--- src/hdl/bfs_pkg.sv ---
// Shared types, constants and helpers for the bitmap find-first-set block.
`timescale 1ns / 1ps
`default_nettype none

package bfs_pkg;

  localparam int WORD_BITS = 32;
  localparam int POS_W = 5;
  localparam int WORD_IDX_W = 5;
  localparam int IDX_W = WORD_IDX_W + POS_W;
  localparam int ACT_W = 3;
  localparam int WIU_W = 6;
  localparam int ADDRESSABLE_WORDS = 32;
  localparam int DEFAULT_WORD_COUNT = 32;
  localparam logic [WIU_W-1:0] WIU_RESET = 6'd32;
  localparam logic [WORD_BITS-1:0] ALL_ONES = 32'hFFFF_FFFF;

  // Action codes carried in the input word
  typedef enum logic [ACT_W-1:0] {
    ACT_GET       = 3'd0,
    ACT_SET       = 3'd1,
    ACT_CLEAR     = 3'd2,
    ACT_SET_ALL   = 3'd3,
    ACT_CLEAR_ALL = 3'd4,
    ACT_FIND      = 3'd5
  } action_e;

  // Position of the lowest set bit; isolate it, then OR the positions together
  function automatic logic [POS_W-1:0] lowest_set(input logic [WORD_BITS-1:0] w);
    logic [WORD_BITS-1:0] iso;
    logic [POS_W-1:0] pos;
    iso = w & (~w + 32'd1);
    pos = '0;
    for (int j = 0; j < WORD_BITS; j++) begin
      if (iso[j]) begin
        pos = pos | POS_W'(j);
      end
    end
    return pos;
  endfunction

endpackage

`default_nettype wire

--- src/hdl/bfs_ram.sv ---
// Generic single-write, single-read RAM with registered read data.
`timescale 1ns / 1ps
`default_nettype none

module bfs_ram #(
  parameter int WIDTH = 32,
  parameter int DEPTH = 32,
  localparam int AW = (DEPTH > 1) ? $clog2(DEPTH) : 1
) (
  input  wire logic             clk_i,
  input  wire logic             we_i,
  input  wire logic [AW-1:0]    waddr_i,
  input  wire logic [WIDTH-1:0] wdata_i,
  input  wire logic             re_i,
  input  wire logic [AW-1:0]    raddr_i,
  output logic      [WIDTH-1:0] rdata_o
);

  logic [WIDTH-1:0] mem_q [DEPTH];

  // Write port
  always_ff @(posedge clk_i) begin
    if (we_i) begin
      mem_q[waddr_i] <= wdata_i;
    end
  end

  // Registered read port
  always_ff @(posedge clk_i) begin
    if (re_i) begin
      rdata_o <= mem_q[raddr_i];
    end
  end

endmodule

`default_nettype wire

--- src/hdl/bitmap_find_first_set.sv ---
// Bitmap of 32-bit words with get, set, clear, fill and find-first-set actions.
//
// The bitmap lives in one RAM with a registered read; a valid bit per
// word in flip-flops makes every word read as zero after reset, so there is no
// clearing pass and the block takes words right out of reset. One input word
// yields one output word. Get, set and clear go through a read state to the done
// state; set-all and clear-all write each word in use in turn, and find reads
// words from the start word, one RAM read per cycle, at most 32, up to the first
// set bit or the last word in use (capped at the stored words). Unused actions,
// out-of-range bits and a find start beyond the words in use go straight to the
// done state. A new input word is taken as soon as the previous one has finished
// its work, even while its result still waits in the output register.
`timescale 1ns / 1ps
`default_nettype none

module bitmap_find_first_set #(
  parameter int WORD_COUNT = bfs_pkg::DEFAULT_WORD_COUNT
) (
  input  wire logic        clk_i,
  input  wire logic        rst_ni,
  // Input word: [2:0] action, [12:3] bit_index, [15:13] zero
  input  wire logic        s_axis_tvalid,
  output logic             s_axis_tready,
  input  wire logic [15:0] s_axis_tdata,
  // Output word: [0] bit_value, [1] found, [11:2] found_index, [15:12] zero
  output logic             m_axis_tvalid,
  input  wire logic        m_axis_tready,
  output logic      [15:0] m_axis_tdata,
  // Register port
  input  wire logic        psel,
  input  wire logic        penable,
  input  wire logic        pwrite,
  input  wire logic [2:0]  paddr,
  input  wire logic [31:0] pwdata,
  output logic      [31:0] prdata,
  output logic             pready
);

  import bfs_pkg::*;

  // Words beyond the addressable range can never be observed
  localparam int STORE_WORDS = (WORD_COUNT < ADDRESSABLE_WORDS) ? WORD_COUNT
                                                                : ADDRESSABLE_WORDS;
  localparam int AW = (STORE_WORDS > 1) ? $clog2(STORE_WORDS) : 1;
  localparam logic [WIU_W-1:0] STORE_LIM = WIU_W'(STORE_WORDS);

  typedef enum logic [1:0] {
    S_IDLE,
    S_READ,
    S_FILL,
    S_DONE
  } state_e;

  state_e                  state_q, state_d;
  action_e                 act_q, act_d;
  logic [WORD_IDX_W-1:0]   word_q, word_d;
  logic [POS_W-1:0]        pos_q, pos_d;
  logic [WORD_IDX_W-1:0]   scan_q, scan_d;
  logic [WIU_W-1:0]        fill_q, fill_d;
  logic                    res_bit_q, res_bit_d;
  logic                    res_found_q, res_found_d;
  logic [IDX_W-1:0]        res_idx_q, res_idx_d;
  logic                    out_valid_q, out_valid_d;
  logic [15:0]             out_data_q, out_data_d;
  logic [WIU_W-1:0]        wiu_q;
  logic [STORE_WORDS-1:0]  valid_q;

  logic                    ram_we, ram_re;
  logic [AW-1:0]           ram_waddr, ram_raddr;
  logic [WORD_BITS-1:0]    ram_wdata, ram_rdata;

  logic                    accept;
  action_e                 in_act;
  logic [IDX_W-1:0]        in_idx;
  logic [WORD_IDX_W-1:0]   in_word;
  logic                    in_store;
  logic [WIU_W-1:0]        lim;
  logic [WORD_BITS-1:0]    word_val;
  logic [WORD_BITS-1:0]    masked;
  logic [WORD_BITS-1:0]    bit_mask;
  logic [WIU_W-1:0]        scan_next;
  logic [WIU_W-1:0]        fill_next;
  logic                    out_free;

  // Register port: one register, words in use
  assign pready = 1'b1;
  assign prdata = (paddr[2] == 1'b0) ? {26'd0, wiu_q} : 32'd0;

  always_ff @(posedge clk_i or negedge rst_ni) begin
    if (!rst_ni) begin
      wiu_q <= WIU_RESET;
    end else if (psel && penable && pwrite && pready && (paddr[2] == 1'b0)) begin
      wiu_q <= pwdata[WIU_W-1:0];
    end
  end

  // Words covered by fill and find
  assign lim = (wiu_q > STORE_LIM) ? STORE_LIM : wiu_q;

  // Decode the input word
  assign s_axis_tready = (state_q == S_IDLE);
  assign accept   = s_axis_tvalid && s_axis_tready;
  assign in_act   = action_e'(s_axis_tdata[ACT_W-1:0]);
  assign in_idx   = s_axis_tdata[ACT_W +: IDX_W];
  assign in_word  = in_idx[IDX_W-1:POS_W];
  assign in_store = {1'b0, in_word} < STORE_LIM;

  // Word read last cycle; a never-written word reads as zero
  assign word_val  = valid_q[scan_q[AW-1:0]] ? ram_rdata : '0;
  assign bit_mask  = WORD_BITS'(1) << pos_q;
  assign masked    = (scan_q == word_q) ? (word_val & (ALL_ONES << pos_q)) : word_val;
  assign scan_next = WIU_W'(scan_q) + WIU_W'(1);
  assign fill_next = fill_q + WIU_W'(1);
  assign out_free  = !out_valid_q || m_axis_tready;

  // Sequencer: read, modify, write back; accesses never overlap in time
  always_comb begin
    state_d     = state_q;
    act_d       = act_q;
    word_d      = word_q;
    pos_d       = pos_q;
    scan_d      = scan_q;
    fill_d      = fill_q;
    res_bit_d   = res_bit_q;
    res_found_d = res_found_q;
    res_idx_d   = res_idx_q;
    out_valid_d = out_valid_q && !m_axis_tready;
    out_data_d  = out_data_q;
    ram_we      = 1'b0;
    ram_waddr   = scan_q[AW-1:0];
    ram_wdata   = word_val;
    ram_re      = 1'b0;
    ram_raddr   = in_word[AW-1:0];

    case (state_q)
      S_IDLE: begin
        if (accept) begin
          act_d       = in_act;
          word_d      = in_word;
          pos_d       = in_idx[POS_W-1:0];
          scan_d      = in_word;
          fill_d      = '0;
          res_bit_d   = 1'b0;
          res_found_d = 1'b0;
          res_idx_d   = '0;
          ram_re      = in_store;
          case (in_act)
            ACT_GET, ACT_SET, ACT_CLEAR: begin
              state_d = in_store ? S_READ : S_DONE;
            end
            ACT_FIND: begin
              state_d = ({1'b0, in_word} < lim) ? S_READ : S_DONE;
            end
            ACT_SET_ALL, ACT_CLEAR_ALL: begin
              state_d = (lim != '0) ? S_FILL : S_DONE;
            end
            default: begin
              state_d = S_DONE;
            end
          endcase
        end
      end

      S_READ: begin
        case (act_q)
          ACT_GET: begin
            res_bit_d = word_val[pos_q];
            state_d   = S_DONE;
          end
          ACT_SET: begin
            ram_we    = 1'b1;
            ram_wdata = word_val | bit_mask;
            state_d   = S_DONE;
          end
          ACT_CLEAR: begin
            ram_we    = 1'b1;
            ram_wdata = word_val & ~bit_mask;
            state_d   = S_DONE;
          end
          ACT_FIND: begin
            if (masked != '0) begin
              res_found_d = 1'b1;
              res_idx_d   = {scan_q, lowest_set(masked)};
              state_d     = S_DONE;
            end else if (scan_next < lim) begin
              scan_d    = scan_next[WORD_IDX_W-1:0];
              ram_re    = 1'b1;
              ram_raddr = scan_next[AW-1:0];
            end else begin
              state_d = S_DONE;
            end
          end
          default: begin
            state_d = S_DONE;
          end
        endcase
      end

      S_FILL: begin
        ram_we    = 1'b1;
        ram_waddr = fill_q[AW-1:0];
        ram_wdata = (act_q == ACT_SET_ALL) ? ALL_ONES : '0;
        if (fill_next >= lim) begin
          state_d = S_DONE;
        end else begin
          fill_d = fill_next;
        end
      end

      S_DONE: begin
        if (out_free) begin
          out_valid_d = 1'b1;
          out_data_d  = {4'd0, res_idx_q, res_found_q, res_bit_q};
          state_d     = S_IDLE;
        end
      end

      default: begin
        state_d = S_IDLE;
      end
    endcase
  end

  // Hold state, operands, results and the output register
  always_ff @(posedge clk_i or negedge rst_ni) begin
    if (!rst_ni) begin
      state_q     <= S_IDLE;
      act_q       <= ACT_GET;
      out_valid_q <= 1'b0;
    end else begin
      state_q     <= state_d;
      act_q       <= act_d;
      out_valid_q <= out_valid_d;
    end
  end

  always_ff @(posedge clk_i) begin
    word_q      <= word_d;
    pos_q       <= pos_d;
    scan_q      <= scan_d;
    fill_q      <= fill_d;
    res_bit_q   <= res_bit_d;
    res_found_q <= res_found_d;
    res_idx_q   <= res_idx_d;
    out_data_q  <= out_data_d;
  end

  // Mark a word valid once it has been written
  always_ff @(posedge clk_i or negedge rst_ni) begin
    if (!rst_ni) begin
      valid_q <= '0;
    end else if (ram_we) begin
      valid_q[ram_waddr] <= 1'b1;
    end
  end

  bfs_ram #(
    .WIDTH (WORD_BITS),
    .DEPTH (STORE_WORDS)
  ) u_bfs_ram (
    .clk_i   (clk_i),
    .we_i    (ram_we),
    .waddr_i (ram_waddr),
    .wdata_i (ram_wdata),
    .re_i    (ram_re),
    .raddr_i (ram_raddr),
    .rdata_o (ram_rdata)
  );

  assign m_axis_tvalid = out_valid_q;
  assign m_axis_tdata  = out_data_q;

  // Fill sweep stays inside the words in use
  assert property (@(posedge clk_i) disable iff (!rst_ni)
    (state_q == S_FILL) |-> (fill_q < lim))
    else $error("fill sweep past words in use");

  // Find scan never goes below the start word or past the limit
  assert property (@(posedge clk_i) disable iff (!rst_ni)
    (state_q == S_READ && act_q == ACT_FIND) |-> (scan_q >= word_q && {1'b0, scan_q} < lim))
    else $error("find scan out of range");

  // Only a find reports a located bit
  assert property (@(posedge clk_i) disable iff (!rst_ni)
    (state_q == S_DONE && res_found_q) |-> (act_q == ACT_FIND))
    else $error("found flag without find");

  // A new result enters the output register only from the done state
  assert property (@(posedge clk_i) disable iff (!rst_ni)
    $rose(out_valid_q) |-> $past(state_q == S_DONE))
    else $error("result loaded outside done state");

endmodule

`default_nettype wire

--- config.mk ---
export PLATFORM = sky130hd
export DESIGN_NAME = bitmap_find_first_set
export DESIGN_NICKNAME = d
export VERILOG_FILES = /design/src/hdl/bfs_pkg.sv /design/src/hdl/bfs_ram.sv /design/src/hdl/bitmap_find_first_set.sv
export SDC_FILE = /design/constraint.sdc
export NUM_CORES = 2
export LEC_CHECK = 0
export BUFFER_PORTS_ARGS = -buffer_cell sky130_fd_sc_hd__buf_2
export CAP_MARGIN = 25
export CELL_PAD_IN_SITES_DETAIL_PLACEMENT = 0
export CELL_PAD_IN_SITES_GLOBAL_PLACEMENT = 1
export CORE_UTILIZATION = 45
export CTS_CLUSTER_DIAMETER = 150
export DETAILED_ROUTE_END_ITERATION = 10
export PLACE_DENSITY = 0.75
export SKIP_CTS_REPAIR_TIMING = 1
export SYNTH_ARGS = -nofsm -noshare
export SYNTH_HDL_FRONTEND = slang
export SYNTH_SLANG_ARGS = --single-unit
export TNS_END_PERCENT = 5
--- constraint.sdc ---
create_clock -name clk_i -period 4.49 [get_ports clk_i]
set_input_delay 0.6735 -clock clk_i [delete_from_list [all_inputs] [get_ports clk_i]]
set_output_delay 0.6735 -clock clk_i [all_outputs]
set_load 0.01 [all_outputs]
## After elaboration in Yosys (flattened, before gate mapping)

Memories as Yosys holds them, arrays and structs flattened. A register that Yosys moved wholly into a read port is not among the register bits.
Index checks and enable logic that the tools add are counted.

- Logic and storage cells: 319
- Bits in registers: 93
- Output and inout bits: 51
- Bits in writable memories: 1024
- Memories kept: 1
- Input bits: 58

- Bitwise operators: 8
- Shifts and indexed selects: 2
- Eq/ne operators: 23
- Add/sub/neg operators: 3
- Muxes and demuxes: 235
- Reduce and logical (&&, ||, !) cells: 26
- Magnitude comparators: 8

Memory list:

| name | words | bits a word | read ports | clocked after memory_dff | wr ports | RTL line | text |
|---|---|---|---|---|---|---|---|
| u_bfs_ram.mem_q | 32 | 32 | 1 | 1 | 1 | bfs_ram.sv:19 | `logic [WIDTH-1:0] mem_q [DEPTH];` |

Operators with widths:

| kind | number |
|---|---|
| 2-to-1 mux 5 bit | 136 |
| 2-to-1 mux 32 bit | 4 |
| one-hot mux 32 bit (2 select lines) | 2 |
| bitwise AND 32 bit | 3 |
| 2-to-1 mux 10 bit | 7 |
| inverter 32 bit | 2 |
| OR 32 bit | 2 |
| 2-to-1 mux 2 bit | 20 |
| 2-to-1 mux 6 bit | 6 |
| adder 32 x 1 -> 32 bit, second input constant | 1 |
| 2-to-1 mux 1 bit | 32 |
| 2-to-1 mux 16 bit | 2 |
| 2-to-1 mux 4 bit | 8 |
| nonzero test 32 bit | 1 |
| left shift 1 x 5 -> 32 bit, first input constant | 1 |
| left shift 32 x 5 -> 32 bit, first input constant | 1 |
| one-hot mux 10 bit (2 select lines) | 1 |
| less-than comparator 5 x 6 -> 1 bit, second input constant | 3 |
| 2-to-1 mux 3 bit | 6 |
| inequality test 2 bit, second input constant | 7 |
| equality test 3 x 2 -> 1 bit, second input constant | 4 |
| one-hot mux 6 bit (2 select lines) | 1 |
| binary-select mux 1 bit (select 5 bit) | 2 |
| one-hot mux 5 bit (2 select lines) | 1 |
| other kinds (32) | 52 |

## Logic depth before layout (Yosys ltp)

- Word-level depth: 139
- Depth in mapped cells: 20
- Mapped depth without buffers: 14

## Hierarchy

From an unflattened synthesis, not the netlist that was laid out.

- Cell total of the unflattened synthesis: 3097
- Area total of the unflattened synthesis: 48196.2 um^2

Modules (own cells, without submodules):

| module | seq. area each (um^2) | cells an instance | area each (um^2) | times used |
|---|---|---|---|---|
| bfs_ram | 31710.4 | 2260 | 40812.9 | 1 |
| bitmap_find_first_set | 2453.6 | 837 | 7383.3 | 1 |

## Worst setup path before layout

Ideal clock, no wire load.

- Path type: register -> register
- Start point: reg act_q[0]
- End point: mem u_bfs_ram.mem_q[30][0] (enable)
- Data required time: 4021 ps
- Path buffers: 1
- Stages on the path, launching flop included: 8
- Library setup time: 469 ps
- Clock period less this slack: 4485 ps
- Arrival time: 4016 ps
- Slack: 5 ps
- Path through: dfrtp_1 clkbuf_1 nor3b_1 nor2_1 nor2_1 o21a_1 nand2b_1 nor3b_1

- Cells in the longest elaborated chain, start to end: 7
- Elaborated cells between the ends (all ways): 8
- Those cells by class: eq/ne (2); mux (5); reduce/logical (1)

RTL lines:

| element | RTL line | text |
|---|---|---|
| start, declared | bitmap_find_first_set.sv:55 | `action_e act_q, act_d;` |
| start signal, assigned | bitmap_find_first_set.sv:232 | `act_q <= act_d;` |
| equality test 3 x 2 -> 1 bit / equality test 3 x 1 -> 1 bit (equally long branches) | bitmap_find_first_set.sv:165 | `case (act_q)` |
| OR reduction 2 bit (no source line) * | -- |  |
| 2-to-1 mux 1 bit * | bitmap_find_first_set.sv:165 |  |
| 2-to-1 mux 1 bit * | bitmap_find_first_set.sv:135 | `case (state_q)` |
| one-hot mux 1 bit (2 select lines) * | bitmap_find_first_set.sv:135 |  |
| 2-to-1 mux 1 bit * | bfs_ram.sv:23 | `if (we_i) begin` |
| 2-to-1 mux 1 bit (not written as such) * | bfs_ram.sv:24 | `mem_q[waddr_i] <= wdata_i;` |
| end, declared | bfs_ram.sv:19 |  |

Every way passes the cells marked *; elsewhere a longest branch is shown, timed or not. The select of a mux whose other input is x is not followed.

## Final worst setup path

- Start point: reg word_q[1]
- End point: reg u_bfs_ram.rdata_o[22], read port of u_bfs_ram.mem_q (data pin)

- Cells in the longest elaborated chain, start to end: 9
- Elaborated cells between the ends (all ways): 15
- Those cells by class: eq/ne (1); mux (13); reduce/logical (1)

RTL lines:

| element | RTL line | text |
|---|---|---|
| start, declared | bitmap_find_first_set.sv:56 | `logic [WORD_IDX_W-1:0] word_q, word_d;` |
| start signal, assigned | bitmap_find_first_set.sv:238 | `word_q <= word_d;` |
| equality test 5 bit * | bitmap_find_first_set.sv:111 | `assign masked = (scan_q == word_q) ? (word_val & (ALL_ONES << pos_q)) : word_val;` |
| 2-to-1 mux 32 bit * | bitmap_find_first_set.sv:111 |  |
| nonzero test 32 bit * | bitmap_find_first_set.sv:181 | `if (masked != '0) begin` |
| 2-to-1 mux 1 bit / 2-to-1 mux 5 bit (equally long branches) | bitmap_find_first_set.sv:181 |  |
| 2-to-1 mux 1 bit / 2-to-1 mux 5 bit (equally long branches) | bitmap_find_first_set.sv:165 |  |
| 2-to-1 mux 1 bit / 2-to-1 mux 5 bit (equally long branches) | bitmap_find_first_set.sv:135 |  |
| 2-to-1 mux 1 bit / 2-to-1 mux 5 bit (equally long branches) | bitmap_find_first_set.sv:165 |  |
| 2-to-1 mux 1 bit / 2-to-1 mux 5 bit (equally long branches) | bitmap_find_first_set.sv:135 |  |
| one-hot mux 1 bit (2 select lines) / 2-to-1 mux 5 bit (equally long branches) | bitmap_find_first_set.sv:135 |  |
| end, declared | bfs_ram.sv:16 | `output logic [WIDTH-1:0] rdata_o` |

Marks and branches as above.
A chain may end at the register's enable or synchronous reset.

==> flow_metrics.env <==
export IMPL_max_stage_delay_ns=0.43
export IMPL_finish_cell_count_without_fillers=5404
export IMPL_fmaxAchievable_mhz=214.2
export IMPL_fin_hold_ws_ns=0.1668
export IMPL_grt_pass1_vias=32961
export IMPL_floorplan_initialDensity=0.4554
export IMPL_holdCritPathClass="in -> reg"
export IMPL_synth_distinct_cells=84
export IMPL_failed_checks="negative setup slack"
export IMPL_leakage_nw=20.93
export IMPL_min_from="s_axis_tdata[7]"
export IMPL_timing_final_setup_violations=28
export IMPL_post_route_worst_setup_slack_ns=-0.1775
export IMPL_power_per_cell_area_mw_per_mm2=640.3
export IMPL_tritoncts_num_sinks=1145
export IMPL_gr_total_overflow=0
export IMPL_average_instance_area_after_synthesis_um2=13.83
export IMPL_final_net_count=3983
export IMPL_critical_path_slowest_cell="sky130_fd_sc_hd__edfxtp_1"
export IMPL_wire_per_inst_um=28.91
export IMPL_vias_per_instance=6.408
export IMPL_postSynthCellCount=3534
export IMPL_netlist_area_mm2=0.04888
export IMPL_worst_slew_pin_transition_ns=0.8989
export IMPL_critPathRequiredTime_ns=4.93
export IMPL_synthesis_yosys_warnings=0
export IMPL_cp_num_buf_inv=11
export IMPL_gpl_final_weighted_congestion=0.8989
export IMPL_detail_route_antenna_nets=0
export IMPL_cts_clk_slew_worst_paths_ns=0.06
export IMPL_routed_wl_um=156200
export IMPL_grt_antenna_before_repair=4
export IMPL_num_rows=120
export IMPL_seq_area_frac_synth=0.6989
export IMPL_route_detailed_drc=0
export IMPL_post_route_util=0.5565
export IMPL_drc_violation_total_after_the_first_tritonroute_iteration=4898
export IMPL_insertion_delay_ns=0.72
export IMPL_post_route_period_util=1.040
export IMPL_crit_arrival_ns=5.11
export IMPL_whs_endpoint="pos_q[4]$_DFFE_PP_"
export IMPL_startpoint_type="register"
export IMPL_grt_setup_unrepaired="true"
export IMPL_post_route_min_period_ns=4.667
export IMPL_maxSlewHeadroom=0.3993
export IMPL_final_max_slew_viol_count=0
export IMPL_worst_path_most_repeated_cell="sky130_fd_sc_hd__buf_12"
export IMPL_ys_dominant_reg_cell="sky130_fd_sc_hd__edfxtp_1"
export IMPL_cts_root_buffer="sky130_fd_sc_hd__clkbuf_16"
export IMPL_io_buffers=46
export IMPL_reg2reg_setup_slack_ns=-0.18
export IMPL_drtPass1Iterations=6
export IMPL_status="finished with violations"
export IMPL_number_of_top_level_pins=109
export IMPL_rr_startpoint="word_q[1]$_DFFE_PP_"
export IMPL_timing_final_hold_violations=0
export IMPL_synth_seq_cells=1145
export IMPL_report_power_total_mw=38.25
export IMPL_grt_first_pass_wirelength_um=221700
export IMPL_dp_cells=5149
export IMPL_timing_critical_path_fanout_max=12
export IMPL_max_clock_path_buffers=3
export IMPL_dr_total_vias=34627
export IMPL_synth_edf_count=1101
export IMPL_setup_worst_path_end_class="register"
export IMPL_placeableCoreArea_mm2=0.1074
export IMPL_grt_total_usage=0.2729
export IMPL_die_height_um=331.6
export IMPL_htree_levels=3
export IMPL_grt_start_max_net_pins=66
export IMPL_cts_tree="done"
export IMPL_post_dp_hpwl_um=96610
export IMPL_die_width_um=331.6
export IMPL_worst_setup_path_type="reg -> reg"
export IMPL_crit_family="buffers and inverters"
export IMPL_place_ws_ns=-0.3740
export IMPL_yosysTopAreaCellShare=0.6763
export IMPL_syn2layout_area_growth_pct=22.22
export IMPL_drv_max_cap_violation_count=0
export IMPL_peakVddDrop_uv=606.8
export IMPL_final_layout_size_suffix_gt1_frac=0.2429
export IMPL_timing_reg2reg_worst_path_depth=22
export IMPL_hold_path_cell_count=1
export IMPL_n_antenna_cell=0
export IMPL_postSynth_asyncResetShare=0.03843
export IMPL_worst_clock_skew_ns=0.04568
export IMPL_total_clock_buffers_created_by_cts=114
export IMPL_yosysTopAreaCell="sky130_fd_sc_hd__edfxtp_1"
export IMPL_synth_top_cells_by_area="sky130_fd_sc_hd__edfxtp_1 (68%), sky130_fd_sc_hd__o21ai_0 (2.8%), sky130_fd_sc_hd__a21oi_1 (2.8%)"
export IMPL_die_area_mm2=0.1100
export IMPL_reg2reg_to="u_bfs_ram.rdata_o[22]$_DFFE_PP_"
export IMPL_timing_critical_path_cells="xnor2_2 -> nand4_1 -> buf_6 -> buf_12 -> buf_8 -> o31a_1 -> nor4_4 -> nand4_1 -> buf_6 -> o31ai_4 -> buf_12 -> buf_12 -> clkbuf_16 -> nand4_1 -> a22o_1 -> buf_12 -> buf_12 -> buf_4 -> o221a_2 -> o2111ai_1 -> buf_4 -> nor4_1"
-- layout make-up --
type	count	area, µm²
multi-input combinational	2066	14380
timing repair buffer	546	5649
clock buffer	151	3064
clock inverter	63	625.6
fill	8479	47610
inverter	30	112.6
sequential	1145	34160
tap	1403	1755
-- power breakdown --
group          internal [mW]  switching, mW  total, mW
logic                   3.54           8.72       12.3
registers               16.1          0.463       16.5
clock network           5.37           4.08       9.45
-- synth_stat cells (28+ instances only) --
cell type / number
sky130_fd_sc_hd__mux2i_1: 38
sky130_fd_sc_hd__a211oi_1: 99
sky130_fd_sc_hd__nor2_1: 117
sky130_fd_sc_hd__a2111o_1: 31
sky130_fd_sc_hd__o21bai_1: 34
sky130_fd_sc_hd__nor4_1: 71
sky130_fd_sc_hd__a21oi_1: 269
sky130_fd_sc_hd__or2_2: 36
sky130_fd_sc_hd__o21ai_0: 271
sky130_fd_sc_hd__a31oi_1: 46
sky130_fd_sc_hd__o221a_2: 33
sky130_fd_sc_hd__nand2_1: 149
sky130_fd_sc_hd__dfrtp_1: 43
sky130_fd_sc_hd__a32oi_1: 127
sky130_fd_sc_hd__o2111ai_1: 31
sky130_fd_sc_hd__and3_1: 167
sky130_fd_sc_hd__a311o_1: 31
sky130_fd_sc_hd__inv_1: 29
sky130_fd_sc_hd__nor3_1: 28
sky130_fd_sc_hd__nand3_1: 178
sky130_fd_sc_hd__edfxtp_1: 1101
sky130_fd_sc_hd__clkbuf_1: 204
sky130_fd_sc_hd__buf_2: 62
sky130_fd_sc_hd__buf_4: 40
-- per-stage QoR --
| step | cell area [µm²] | TNS (ns) |
|---|---|---|
| 6_report | 59750 | -2.311 |
| 2_1_floorplan | 48990 | 0 |
| 5_1_grt | 59750 | -5.753 |
| 3_5_place_dp | 54550 | -8.075 |
| 3_3_place_gp | 54530 | -8.786 |
| 4_1_cts | 58240 | -8.858 |
-- worst max path at each step --
stage               depth (start not counted)                  from  slack (ns)                               end
floorplan                                   7  act_q[0]$_DFFE_PN0P_       0.005  u_bfs_ram.mem_q[30][0]$_DFFE_PP_
global placement                           16   scan_q[0]$_DFFE_PP_       -0.42   u_bfs_ram.rdata_o[17]$_DFFE_PP_
detailed placement                         17   scan_q[0]$_DFFE_PP_       -0.37   u_bfs_ram.rdata_o[14]$_DFFE_PP_
CTS                                        17   scan_q[0]$_DFFE_PP_       -0.40   u_bfs_ram.rdata_o[14]$_DFFE_PP_
global route                               21   word_q[1]$_DFFE_PP_       -0.29    u_bfs_ram.rdata_o[6]$_DFFE_PP_
finish                                     22   word_q[1]$_DFFE_PP_       -0.18   u_bfs_ram.rdata_o[22]$_DFFE_PP_
-- cells by family (layout without fill, tap and decap cells) --
group,Yosys count,count (layout),synth area share
flip-flops,1145,1145,0.6989
AO/OA/AOI/OAI,1080,1080,0.1496
AND/OR/NAND/NOR,848,849,0.09104
buffers and inverters,353,790,0.03222
multiplexers,71,71,0.01999
adder cells (fa/ha/maj),22,22,0.005631
XOR/XNOR,13,13,0.002483
other,2,31,0.0001536
-- placed cells by master, fill, tap and decap left out, types with 28 or more instances in the layout --
cell type                   instances
sky130_fd_sc_hd__a311o_1           31
sky130_fd_sc_hd__and3_1           166
sky130_fd_sc_hd__o21ai_0          263
sky130_fd_sc_hd__nor2_1            84
sky130_fd_sc_hd__o221a_2           31
sky130_fd_sc_hd__o21bai_1          34
sky130_fd_sc_hd__buf_12            95
sky130_fd_sc_hd__nor2_4            33
sky130_fd_sc_hd__conb_1            31
sky130_fd_sc_hd__edfxtp_1        1101
sky130_fd_sc_hd__nand2_1          145
sky130_fd_sc_hd__or2_2             36
sky130_fd_sc_hd__inv_1             29
sky130_fd_sc_hd__nor4_1            40
sky130_fd_sc_hd__buf_2             46
sky130_fd_sc_hd__a32oi_1          117
sky130_fd_sc_hd__nand3_1          178
sky130_fd_sc_hd__dfrtp_1           43
sky130_fd_sc_hd__a31oi_1           45
sky130_fd_sc_hd__clkinv_1          28
sky130_fd_sc_hd__a21oi_1          238
sky130_fd_sc_hd__mux2i_1           36
sky130_fd_sc_hd__clkbuf_16        127
sky130_fd_sc_hd__a2111o_1          31
sky130_fd_sc_hd__buf_4            352
sky130_fd_sc_hd__clkbuf_1          32
sky130_fd_sc_hd__a211oi_1          98
-- state kept, by name (all words and copies together) (netlist names), 5 cells and up --
| signal | cells |
|---|---|
| word_q | 5 |
| u_bfs_ram.rdata_o | 32 |
| valid_q | 32 |
| pos_q | 5 |
| m_axis_tdata | 12 |
| u_bfs_ram.mem_q | 1024 |
| wiu_q | 6 |
| scan_q | 5 |
| res_idx_q | 10 |
| fill_q | 6 |
-- layer usage --
layer / track usage / up-vias / part of all wire
met5: 0 / - / 0.000083
met4: 0.1022 / 2 / 0.036
met3: 0.04858 / 346 / 0.11
met2: 0.4335 / 2070 / 0.47
met1: 0.3752 / 17362 / 0.39
li1: - / 14847 / -
Power figures use the tool's default switching activity.
